===== src/rtl/toy_cpu_execute_unit_assert.svh =====
// Assertion macros shared by the execute unit
`ifndef TOY_CPU_EXECUTE_UNIT_ASSERT_SVH
`define TOY_CPU_EXECUTE_UNIT_ASSERT_SVH

// Same-cycle implication
`define TCEU_ASSERT_NOW(label, clk, rst, ante, cons, msg) \
   label: assert property (@(posedge clk) disable iff (rst) (ante) |-> (cons)) \
      else $error(msg);

// Next-cycle implication
`define TCEU_ASSERT_NEXT(label, clk, rst, ante, cons, msg) \
   label: assert property (@(posedge clk) disable iff (rst) (ante) |=> (cons)) \
      else $error(msg);

`endif


===== src/rtl/tceu_pkg.sv =====
package tceu_pkg;

   localparam logic [3:0] OP_MOV  = 4'd0;
   localparam logic [3:0] OP_ADD  = 4'd1;
   localparam logic [3:0] OP_MUL  = 4'd2;
   localparam logic [3:0] OP_SUB  = 4'd3;
   localparam logic [3:0] OP_DIV  = 4'd4;
   localparam logic [3:0] OP_AND  = 4'd5;
   localparam logic [3:0] OP_OR   = 4'd6;
   localparam logic [3:0] OP_NOT  = 4'd7;
   localparam logic [3:0] OP_BZ   = 4'd8;
   localparam logic [3:0] OP_BNZ  = 4'd9;
   localparam logic [3:0] OP_BNEG = 4'd10;
   localparam logic [3:0] OP_BPOS = 4'd11;

   localparam logic [1:0] MODE_IMM = 2'd0;
   localparam logic [1:0] MODE_REG = 2'd1;
   localparam logic [1:0] MODE_DIR = 2'd2;
   localparam logic [1:0] MODE_IND = 2'd3;

   localparam int DIV_STEPS = 16;

   typedef struct packed {
      logic [3:0]  action;
      logic [1:0]  dest_mode;
      logic [15:0] dest_operand;
      logic [1:0]  src_mode;
      logic [15:0] src_operand;
      logic [7:0]  jump_target;
   } req_type;

   typedef struct packed {
      logic signed [15:0] result_value;
      logic signed [15:0] reg_ax;
      logic signed [15:0] reg_bx;
      logic signed [15:0] reg_cx;
      logic signed [15:0] reg_dx;
      logic               flag_zero;
      logic               flag_negative;
      logic               flag_overflow;
      logic               branch_taken;
      logic [7:0]         branch_target;
      logic               fault;
   } rsp_type;

   typedef enum logic [3:0] {
      ST_CLEAR,
      ST_IDLE,
      ST_DECODE,
      ST_D_START,
      ST_D_PTR,
      ST_D_DATA,
      ST_S_START,
      ST_S_PTR,
      ST_S_DATA,
      ST_EXEC,
      ST_DIV,
      ST_WRITE,
      ST_RESP
   } state_type;

   typedef struct packed {
      logic cap_req;
      logic clear_step;
      logic decode;
      logic op_start;
      logic op_ptr;
      logic op_data;
      logic sel_src;
      logic exec;
      logic div_load;
      logic write_back;
   } cmd_type;

   typedef struct packed {
      logic       is_alu;
      logic [1:0] mode;
      logic       addr_bad;
      logic       ptr_bad;
      logic       div_nz;
      logic       div_done;
      logic       clear_done;
   } status_type;

endpackage


===== src/rtl/tceu_ctrl.sv =====
module tceu_ctrl (
   input  logic                 clock,
   input  logic                 reset,
   input  logic                 req_valid,
   output logic                 req_ready,
   output logic                 rsp_valid,
   input  logic                 rsp_ready,
   input  tceu_pkg::status_type status,
   output tceu_pkg::cmd_type    cmd
);
   import tceu_pkg::*;

   state_type state_ff, state_in;

   always_comb begin
      state_in = state_ff;
      case (state_ff)
         ST_CLEAR:  if (status.clear_done) state_in = ST_IDLE;
         ST_IDLE:   if (req_valid) state_in = ST_DECODE;
         ST_DECODE: state_in = status.is_alu ? ST_D_START : ST_RESP;
         ST_D_START, ST_S_START: begin
            case (status.mode)
               MODE_DIR: state_in = status.addr_bad ? ST_RESP :
                                    (state_ff == ST_D_START ? ST_D_DATA : ST_S_DATA);
               MODE_IND: state_in = status.addr_bad ? ST_RESP :
                                    (state_ff == ST_D_START ? ST_D_PTR : ST_S_PTR);
               default:  state_in = (state_ff == ST_D_START) ? ST_S_START : ST_EXEC;
            endcase
         end
         ST_D_PTR:  state_in = status.ptr_bad ? ST_RESP : ST_D_DATA;
         ST_S_PTR:  state_in = status.ptr_bad ? ST_RESP : ST_S_DATA;
         ST_D_DATA: state_in = ST_S_START;
         ST_S_DATA: state_in = ST_EXEC;
         ST_EXEC:   state_in = status.div_nz ? ST_DIV : ST_WRITE;
         ST_DIV:    if (status.div_done) state_in = ST_WRITE;
         ST_WRITE:  state_in = ST_RESP;
         ST_RESP:   if (rsp_ready) state_in = ST_IDLE;
         default:   state_in = ST_IDLE;
      endcase
   end

   always_comb begin
      cmd            = '0;
      req_ready      = 1'b0;
      rsp_valid      = 1'b0;
      case (state_ff)
         ST_CLEAR:   cmd.clear_step = 1'b1;
         ST_IDLE: begin
            req_ready   = 1'b1;
            cmd.cap_req = req_valid;
         end
         ST_DECODE:  cmd.decode = 1'b1;
         ST_D_START: cmd.op_start = 1'b1;
         ST_D_PTR:   cmd.op_ptr = 1'b1;
         ST_D_DATA:  cmd.op_data = 1'b1;
         ST_S_START: begin
            cmd.op_start = 1'b1;
            cmd.sel_src  = 1'b1;
         end
         ST_S_PTR: begin
            cmd.op_ptr  = 1'b1;
            cmd.sel_src = 1'b1;
         end
         ST_S_DATA: begin
            cmd.op_data = 1'b1;
            cmd.sel_src = 1'b1;
         end
         ST_EXEC:    cmd.exec = 1'b1;
         ST_DIV:     cmd.div_load = status.div_done;
         ST_WRITE:   cmd.write_back = 1'b1;
         ST_RESP:    rsp_valid = 1'b1;
         default:    cmd = '0;
      endcase
   end

   always_ff @(posedge clock) begin
      if (reset) begin
         state_ff <= ST_CLEAR;
      end else begin
         state_ff <= state_in;
      end
   end

endmodule


===== config.mk =====
export PLATFORM = sky130hd
export DESIGN_NAME = tceu_ctrl
export DESIGN_NICKNAME = d
export VERILOG_FILES = /design/src/rtl/toy_cpu_execute_unit_assert.svh /design/src/rtl/tceu_pkg.sv /design/src/rtl/tceu_ctrl.sv
export SDC_FILE = /design/constraint.sdc
export NUM_CORES = 1
export LEC_CHECK = 0
export BUFFER_PORTS_ARGS = -buffer_cell sky130_fd_sc_hd__buf_2
export CORE_AREA = 4 4 41 43
export DETAILED_ROUTE_END_ITERATION = 6
export DIE_AREA = 0 0 45 47
export PLACE_DENSITY = 0.76
export SLEW_MARGIN = 20
export SYNTH_ARGS = -nofsm -noshare
export SYNTH_HDL_FRONTEND = slang
export SYNTH_SLANG_ARGS = --single-unit
export TNS_END_PERCENT = 30

===== constraint.sdc =====
create_clock -name clock -period 4.5 [get_ports clock]
set_input_delay 0.9 -clock clock [delete_from_list [all_inputs] [get_ports clock]]
set_output_delay 0.9 -clock clock [all_outputs]
set_load 0.02 [all_outputs]

==> results of run 1 <==
==> final cells by class <==
type | count | area share
Tap cell | 15 | 0.0274
Multi-Input combinational cell | 68 | 0.644
Inverter | 2 | 0.0110
Timing Repair Buffer | 23 | 0.168
Clock buffer | 3 | 0.0329
Sequential cell | 4 | 0.117
==> Yosys cell counts (all sizes together), types with 2 or more instances <==
library cell	n
nor2	10
o32a	2
and2	2
nor2b	3
clkbuf	4
a2111oi	2
dfxtp	4
o21ai	7
a22oi	3
nor3	3
a21oi	5
nand2b	6
nand2	6
inv	2
buf	3
o31ai	3
==> per-layer routing <==
layer	global-route usage	share of wire	vias up	wire length, µm
met5	0	0	-	0
met4	0.0702	0	0	0
met3	0.0268	0.053	0	77
met2	0.257	0.49	15	707
met1	0.193	0.46	305	673
li1	-	-	340	-
==> path summary, 6_finish.rpt <==
check,end,slack (ns),depth (start not counted),startpoint
setup / recovery,cmd[4],1.98,4,state_ff[2]$_SDFFE_PP0P_
hold / removal,state_ff[0]$_SDFFE_PP0P_,0.76,2,state_ff[0]$_SDFFE_PP0P_
hold reg to reg,state_ff[0]$_SDFFE_PP0P_,0.76,2,state_ff[0]$_SDFFE_PP0P_
setup reg to reg,state_ff[3]$_SDFFE_PP0P_,2.60,5,state_ff[3]$_SDFFE_PP0P_
==> tightest hold or removal path: cells and delay by family, from the launching register on <==
| family | cells | cell delay (ns) |
|---|---|---|
| DFF | 1 | 0.49 |
| and+or+nand+nor | 2 | 0.23 |
==> power by group through the flow <==
stage,clock (mW),sequential [mW],combinational [mW]
final,0.0419,0.0987,0.215
after global routing,0.0481,0.104,0.238
after CTS,0.0445,0.0969,0.216
after detailed placement,0,0.0977,0.216
after global placement,0,0.0969,0.215
after floorplan,0,0.0551,0.237
==> cell families (layout without fill, tap and decap cells) <==
group | Yosys count | count (layout) | share of synthesized area
AOI/OAI and AO/OA | 29 | 29 | 0.345
DFF | 4 | 4 | 0.131
and+or+nand+nor | 38 | 38 | 0.359
buffers and inverters | 9 | 28 | 0.151
xor gates and xnor gates | 1 | 1 | 0.0143
==> out/metrics.yaml, run 1 <==
place_area_um2: 662
antenna_found_initial: 0
drt-initial-drc-count: 18
initial_core_util: 0.471
netlist_instances: 81
cap_violations: 0
clock_power_share: 0.118
multi_input_area_um2: 440
grt-ovfl-total: 0
finalSetupViolations: 0
wl_per_cell_um: 12.7
finalHoldViolations: 0
cts.sinks: 4
slew_headroom: 0.572
skew_ns: 0.00359
yosys_most_used_dff: "dfxtp_1"
core_region_area_um2: 1300
viasPerCell: 5.74
drc: 0
worstPathCellList: "nor2b_1 -> nand2_1 -> a21oi_1 -> buf_2"
yosysTopAreaCell: "dfxtp_1"
drive_gt1_frac: 0.320
fp-row-count: 13
swShare: 0.517
cp_top_family: "flip-flops"
critPathKind: "reg2out"
crit_fanout: 15
clk_pin_slew_ns: 0.04
first_pass_iters: 4
yosysUniqueCellTypes: 36
yosys_warnings: 0
grt_usage: 0.154
synth_nets: 93
startpoint_type: "register"
status: "finished, final reports clean"
fillers: 135
clk_latency_ns: 0.23
finalCritPeriodShare: 0.561
final_cells: 115
die-height_um: 47
p_int_uw: 172
crit_path_end_kind: "primary output"
dp_slack_ns: 2.23
cp_slowest_stage_delay_ns: 0.65
dpl.cell_count: 112
crit_required_ns: 3.60
cts_made_buffers: 3
powerDensity_nw_per_um2: 519
setup-tns-final_ns: 0
min_period_ns: 2.52
num_antenna_cells: 0
cts_tree: "yes"
ir_drop_mv: 0.328
largest_register_ffs: 4
seq_area_frac_synth: 0.131
antenna_left: 0
seqPwrFrac: 0.278
regMostFlops: "state_ff"
fp.dieW_um: 45
num_vias: 660
place_congestion: 0.808
hold_class: "reg2reg"
fmax_mhz: 396
path_buf_inv: 1
syn_area_per_cell_um2: 7.57
crit_slowest_cell: "dfxtp_1"
drv_slew: 0
nets: 114
final_common_cell: "buf_2"
synth_area_leaders: "dfxtp_1 (13%), clkbuf_8 (9.0%), nor2_1 (6.1%)"
synth_edf_count: 0
dieArea_um2: 2120
dp_hpwl_um: 1080
io_buffers: 23
worstMarginPinSlew_ns: 0.642
cts_hold_buf: 0
finalPower_uw: 355
largest_registers: "state_ff (4)"
synth-async-reset-ratio: 0
htree_levels: 1
syn_to_final_growth_pct: 11.6
hold_ws_ns: 0.763
synth_seq_cells: 4
power.switching_uw: 184
syn-cell-area_um2: 613
ff_latch_area_um2: 80.1
leakagePower_nw: 0.299
cts_root_buf: "clkbuf_4"
final_core_util: 0.526
cts_resized: 0
synthDominantCellAreaShare: 0.131
pin_count: 24
grt_pass1_wl_um: 2450
rsz0062_at_grt: "false"
post-cts-setup-buffers: 0
setup_slack_ns: 1.98
grt_pass1_vias: 578
critPathArrivalTime_ns: 1.62
pwr-share-comb: 0.605
final_area_um2: 684
drt-total-wl_um: 1460
clock_path_buffers: 2
mostFrequentLayoutCells: "buf_2 (23), nor2_1 (10), o21ai_0 (7)"
grt_max_degree: 23
No activity file was read; power rests on OpenSTA's default activity.
==> run 2, diff against run 1 <==
Settings changed: CORE_AREA 4 4 41 43 to default, CORE_MARGIN from default to 4, CORE_UTILIZATION from default to 47, DIE_AREA 0 0 45 47 to default, PLACE_DENSITY 0.76 to 0.78.
Clock period 4.5 ns to 2.43 ns, I/O delays scaled along.
==> run 2 against run 1 <==
  * Setup slack got worse by 1.7 ns
  * Critical path type unchanged
  * Sequential share of layout area about the same
  * Critical endpoint unchanged
  * Combinational power increased by 84%
  * Cell count fell by 0.87%
  * Die area fell by 8.0%
  * Sequential cell count is the same
  * Clock power grew 100%
  * Critical path depth stayed put
  * Clock skew is 0.0056 ns higher
  * Largest cell class unchanged
  * Power is 86% higher
  * Register-to-register slack got worse by 2.0 ns
  * Via count rose by 3.0%
==> out/metrics.yaml, run 2 (synthesis gave the netlist of run 1 again) <==
status: "finished, final reports clean"
finalCritPeriodShare: 0.890
largest_register_ffs: 4
setup_slack_ns: 0.267
fp-row-count: 12
syn_to_final_growth_pct: 11.4
finalPower_uw: 662
setup-tns-final_ns: 0
drive_gt1_frac: 0.320
ff2ff_path_depth: 5
cp_slowest_stage_delay_ns: 0.65
min_period_ns: 2.16
critPathArrivalTime_ns: 1.68
rsz0062_at_grt: "false"
finalHoldViolations: 0
cts_root_buf: "clkbuf_4"
hold_ws_ns: 0.473
wl_per_cell_um: 12.3
pin_count: 24
core_region_area_um2: 1170
cap_violations: 0
num_vias: 680
startpoint_type: "register"
skew_ns: 0.00923
crit_slowest_cell: "dfxtp_1"
largest_registers: "state_ff (4)"
worstPathCellList: "nor2b_1 -> nand2_1 -> a21oi_1 -> buf_2"
cts_made_buffers: 3
finalSetupViolations: 0
dieArea_um2: 1950
clk_latency_ns: 0.24
final_cells: 114
cts_tree: "yes"
critPathKind: "reg2out"
fp.dieW_um: 44.1
htree_levels: 1
leakagePower_nw: 0.299
grt_pass1_vias: 532
dpl.cell_count: 111
clk_pin_slew_ns: 0.04
final_common_cell: "buf_2"
crit_path_end_kind: "primary output"
slew_headroom: 0.572
use_met1: 0.214
holdPathStages: 2
antenna_found_initial: 0
crit_required_ns: 1.94
hold_class: "in2reg"
mostFrequentLayoutCells: "buf_2 (23), nor2_1 (10), o21ai_0 (7)"
regMostFlops: "state_ff"
initial_core_util: 0.524
first_pass_iters: 4
grt-ovfl-total: 0
crit_fanout: 15
nets: 114
drt-initial-drc-count: 20
num_antenna_cells: 0
viasPerCell: 5.96
use_met3: 0.0488
busiest_layer: "met2"
cts.sinks: 4
drv_slew: 0
worstMarginPinSlew_ns: 0.641
cts_hold_buf: 0
grt_use_met2: 0.230
r2r_slack_ns: 0.65
die-height_um: 44.1
post-cts-setup-buffers: 0
cts_resized: 0
ir_drop_mv: 0.769
powerDensity_nw_per_um2: 970
io_buffers: 23
clock_path_buffers: 2
grt_usage: 0.152
dp_slack_ns: 0.544
grt_max_degree: 23
drt-total-wl_um: 1400
antenna_left: 0
dp_hpwl_um: 1070
fmax_mhz: 462
drc: 0
grt_pass1_wl_um: 2310
place_congestion: 0.798
## run 2: cell counts in the layout (fill, tap and decap cells not counted)
No cell type changed its count.
## run 2: power breakdown
group / leakage [nW] / internal, mW / total (mW) / switching (mW)
Clock: 0.0138 / 0.0554 / 0.0847 / 0.0293
Sequential: 0.0328 / 0.0863 / 0.183 / 0.0964
Combinational: 0.252 / 0.177 / 0.395 / 0.218
Total: 0.299 / 0.319 / 0.662 / 0.344
## run 2: final timing paths
check,endpoint,start
setup / recovery,cmd[4],state_ff[2]$_SDFFE_PP0P_
hold / removal,state_ff[2]$_SDFFE_PP0P_,reset
setup reg to reg,state_ff[0]$_SDFFE_PP0P_,state_ff[0]$_SDFFE_PP0P_
hold reg to reg,state_ff[0]$_SDFFE_PP0P_,state_ff[0]$_SDFFE_PP0P_
## run 2: per-layer routing
layer  vias to the layer above  part of all wire
li1                        346                 -
met1                       307              0.45
met2                        27              0.46
met3                         0             0.090
met4                         0                 0
met5                         -                 0
## run 2: through the flow
| stage | utilization | instance area, µm² |
|---|---|---|
| 2_1_floorplan | - | 613 |
| 3_3_place_gp | 0.564 | 661 |
| 3_5_place_dp | 0.564 | 661 |
| 4_1_cts | 0.583 | 683 |
| 5_1_grt | 0.583 | 683 |
| 6_report | 0.583 | 683 |
## run 2: cell type report
cell class | instances | area (µm²)
fillers | 120 | 488
multi-input cells | 68 | 440
repair buffers | 23 | 115
flip-flops and latches | 4 | 80.1
clock buffers | 3 | 22.5
well taps | 14 | 17.5
inverters | 2 | 7.51
## run 2: worst max-delay path, delay by kind of cell (launching register included)
family	cells	cell delay, ns
AOI/OAI and AO/OA	1	0.18
buffers and inverters	1	0.19
DFF	1	0.65
and+or+nand+nor	2	0.42
==> run 3, diff against run 2 <==
Settings changed: GPL_ROUTABILITY_DRIVEN from default to 0, PLACE_DENSITY 0.78 to 0.86, REMOVE_ABC_BUFFERS from default to 1.
==> run 3 against run 2 <==
  * Combinational power about the same
  * Non-clock buffer count unchanged
  * Highest routed layer is now met4
  * Hold slack better by 0.0090 ns
  * Largest power group unchanged
  * Via count down 0.29%
  * Routed wire length up 4.5%
  * Largest cell class unchanged
  * Die area unchanged
  * Maximum frequency up 0.80%
  * Clock skew down 0.0055 ns
==> out/metrics.yaml, run 3 (synthesis gave the netlist of run 1 again) <==
power.switching_uw: 347
crit_fanout: 15
drive_gt1_frac: 0.320
drt-initial-drc-count: 17
startpoint_type: "register"
setup-tns-final_ns: 0
multi_input_area_um2: 440
cts_resized: 0
wl_per_cell_um: 12.9
cts_hold_buf: 0
swShare: 0.521
final_core_util: 0.583
p_int_uw: 319
first_pass_iters: 4
worstMarginPinSlew_ns: 0.640
skew_ns: 0.00372
dieArea_um2: 1950
pwr-share-comb: 0.597
die-height_um: 44.1
powerDensity_nw_per_um2: 974
final_cells: 114
grt_usage: 0.170
critPathArrivalTime_ns: 1.66
critPathKind: "reg2out"
crit_path_end_kind: "primary output"
io_buffers: 23
grt_max_degree: 23
fmax_mhz: 466
num_antenna_cells: 0
rsz0062_at_grt: "false"
fp-row-count: 12
cts_tree: "yes"
largest_registers: "state_ff (4)"
drv_slew: 0
slew_headroom: 0.573
grt-ovfl-total: 0
setup_slack_ns: 0.284
finalCritPeriodShare: 0.883
regMostFlops: "state_ff"
core_region_area_um2: 1170
cts_root_buf: "clkbuf_4"
largest_register_ffs: 4
leakagePower_nw: 0.299
finalHoldViolations: 0
drc: 0
ir_drop_mv: 0.461
hold_ws_ns: 0.482
hold_class: "in2reg"
grt_pass1_wl_um: 2440
antenna_left: 0
fp.dieW_um: 44.1
antenna_found_initial: 0
dp_hpwl_um: 1070
cts.sinks: 4
crit_required_ns: 1.94
dpl.cell_count: 111
cts_made_buffers: 3
final_common_cell: "buf_2"
fillers: 114
pin_count: 24
status: "finished, final reports clean"
post-cts-setup-buffers: 0
clock_path_buffers: 2
dp_slack_ns: 0.541
clock_power_share: 0.130
seqPwrFrac: 0.273
viasPerCell: 5.95
syn_to_final_growth_pct: 11.4
htree_levels: 1
clk_pin_slew_ns: 0.04
grt_pass1_vias: 565
mostFrequentLayoutCells: "buf_2 (23), nor2_1 (10), o21ai_0 (7)"
num_vias: 678
finalSetupViolations: 0
min_period_ns: 2.15
ff_latch_area_um2: 80.1
nets: 114
initial_core_util: 0.524
clk_latency_ns: 0.24
cap_violations: 0
drt-total-wl_um: 1470
==> run 3: cell counts in the layout (fill, tap and decap cells not counted) <==
No cell type changed its count.
==> run 3: worst max-delay path: stages, from the launching register on <==
cell     delay (ns)
dfxtp_1        0.66
nor2b_1        0.32
nand2_1        0.11
a21oi_1        0.15
buf_2          0.18
==> run 3: cell type report <==
cell class	instances	share of cell area
Inverter	2	0.0110
Clock buffer	3	0.0330
Tap cell	14	0.0256
Sequential cell	4	0.117
Multi-Input combinational cell	68	0.645
Timing Repair Buffer	23	0.168
==> run 3: worst paths after layout <==
| check | from | endpoint | slack, ns | depth (start not counted) |
|---|---|---|---|---|
| worst min-delay path | reset | state_ff[2]$_SDFFE_PP0P_ | 0.48 | 2 |
| worst min register to register | state_ff[3]$_SDFFE_PP0P_ | state_ff[3]$_SDFFE_PP0P_ | 0.78 | 2 |
| worst max register to register | state_ff[0]$_SDFFE_PP0P_ | state_ff[0]$_SDFFE_PP0P_ | 0.63 | 5 |
| worst max-delay path | state_ff[2]$_SDFFE_PP0P_ | cmd[4] | 0.28 | 4 |
==> run 3: power groups by stage <==
stage               registers (mW)  clock network [mW]  logic [mW]
finish                       0.181              0.0866       0.397
global route                 0.194              0.0924       0.444
CTS                          0.182              0.0912       0.400
detailed placement           0.183                   0       0.399
global placement             0.180                   0       0.389
floorplan                    0.158                   0       0.303
==> run 3: layer usage <==
layer	track usage	up-vias	wire [µm]
met5	0	-	0
met4	0.108	0	45
met3	0.0366	4	117
met2	0.265	29	690
met1	0.210	302	613
li1	-	343	-
==> run 3: metrics by stage <==
stage	power, mW	cell area (µm²)
5_1_grt	0.730	683
6_report	0.665	683
3_3_place_gp	0.568	661
3_5_place_dp	0.581	661
4_1_cts	0.673	683
2_1_floorplan	0.461	528
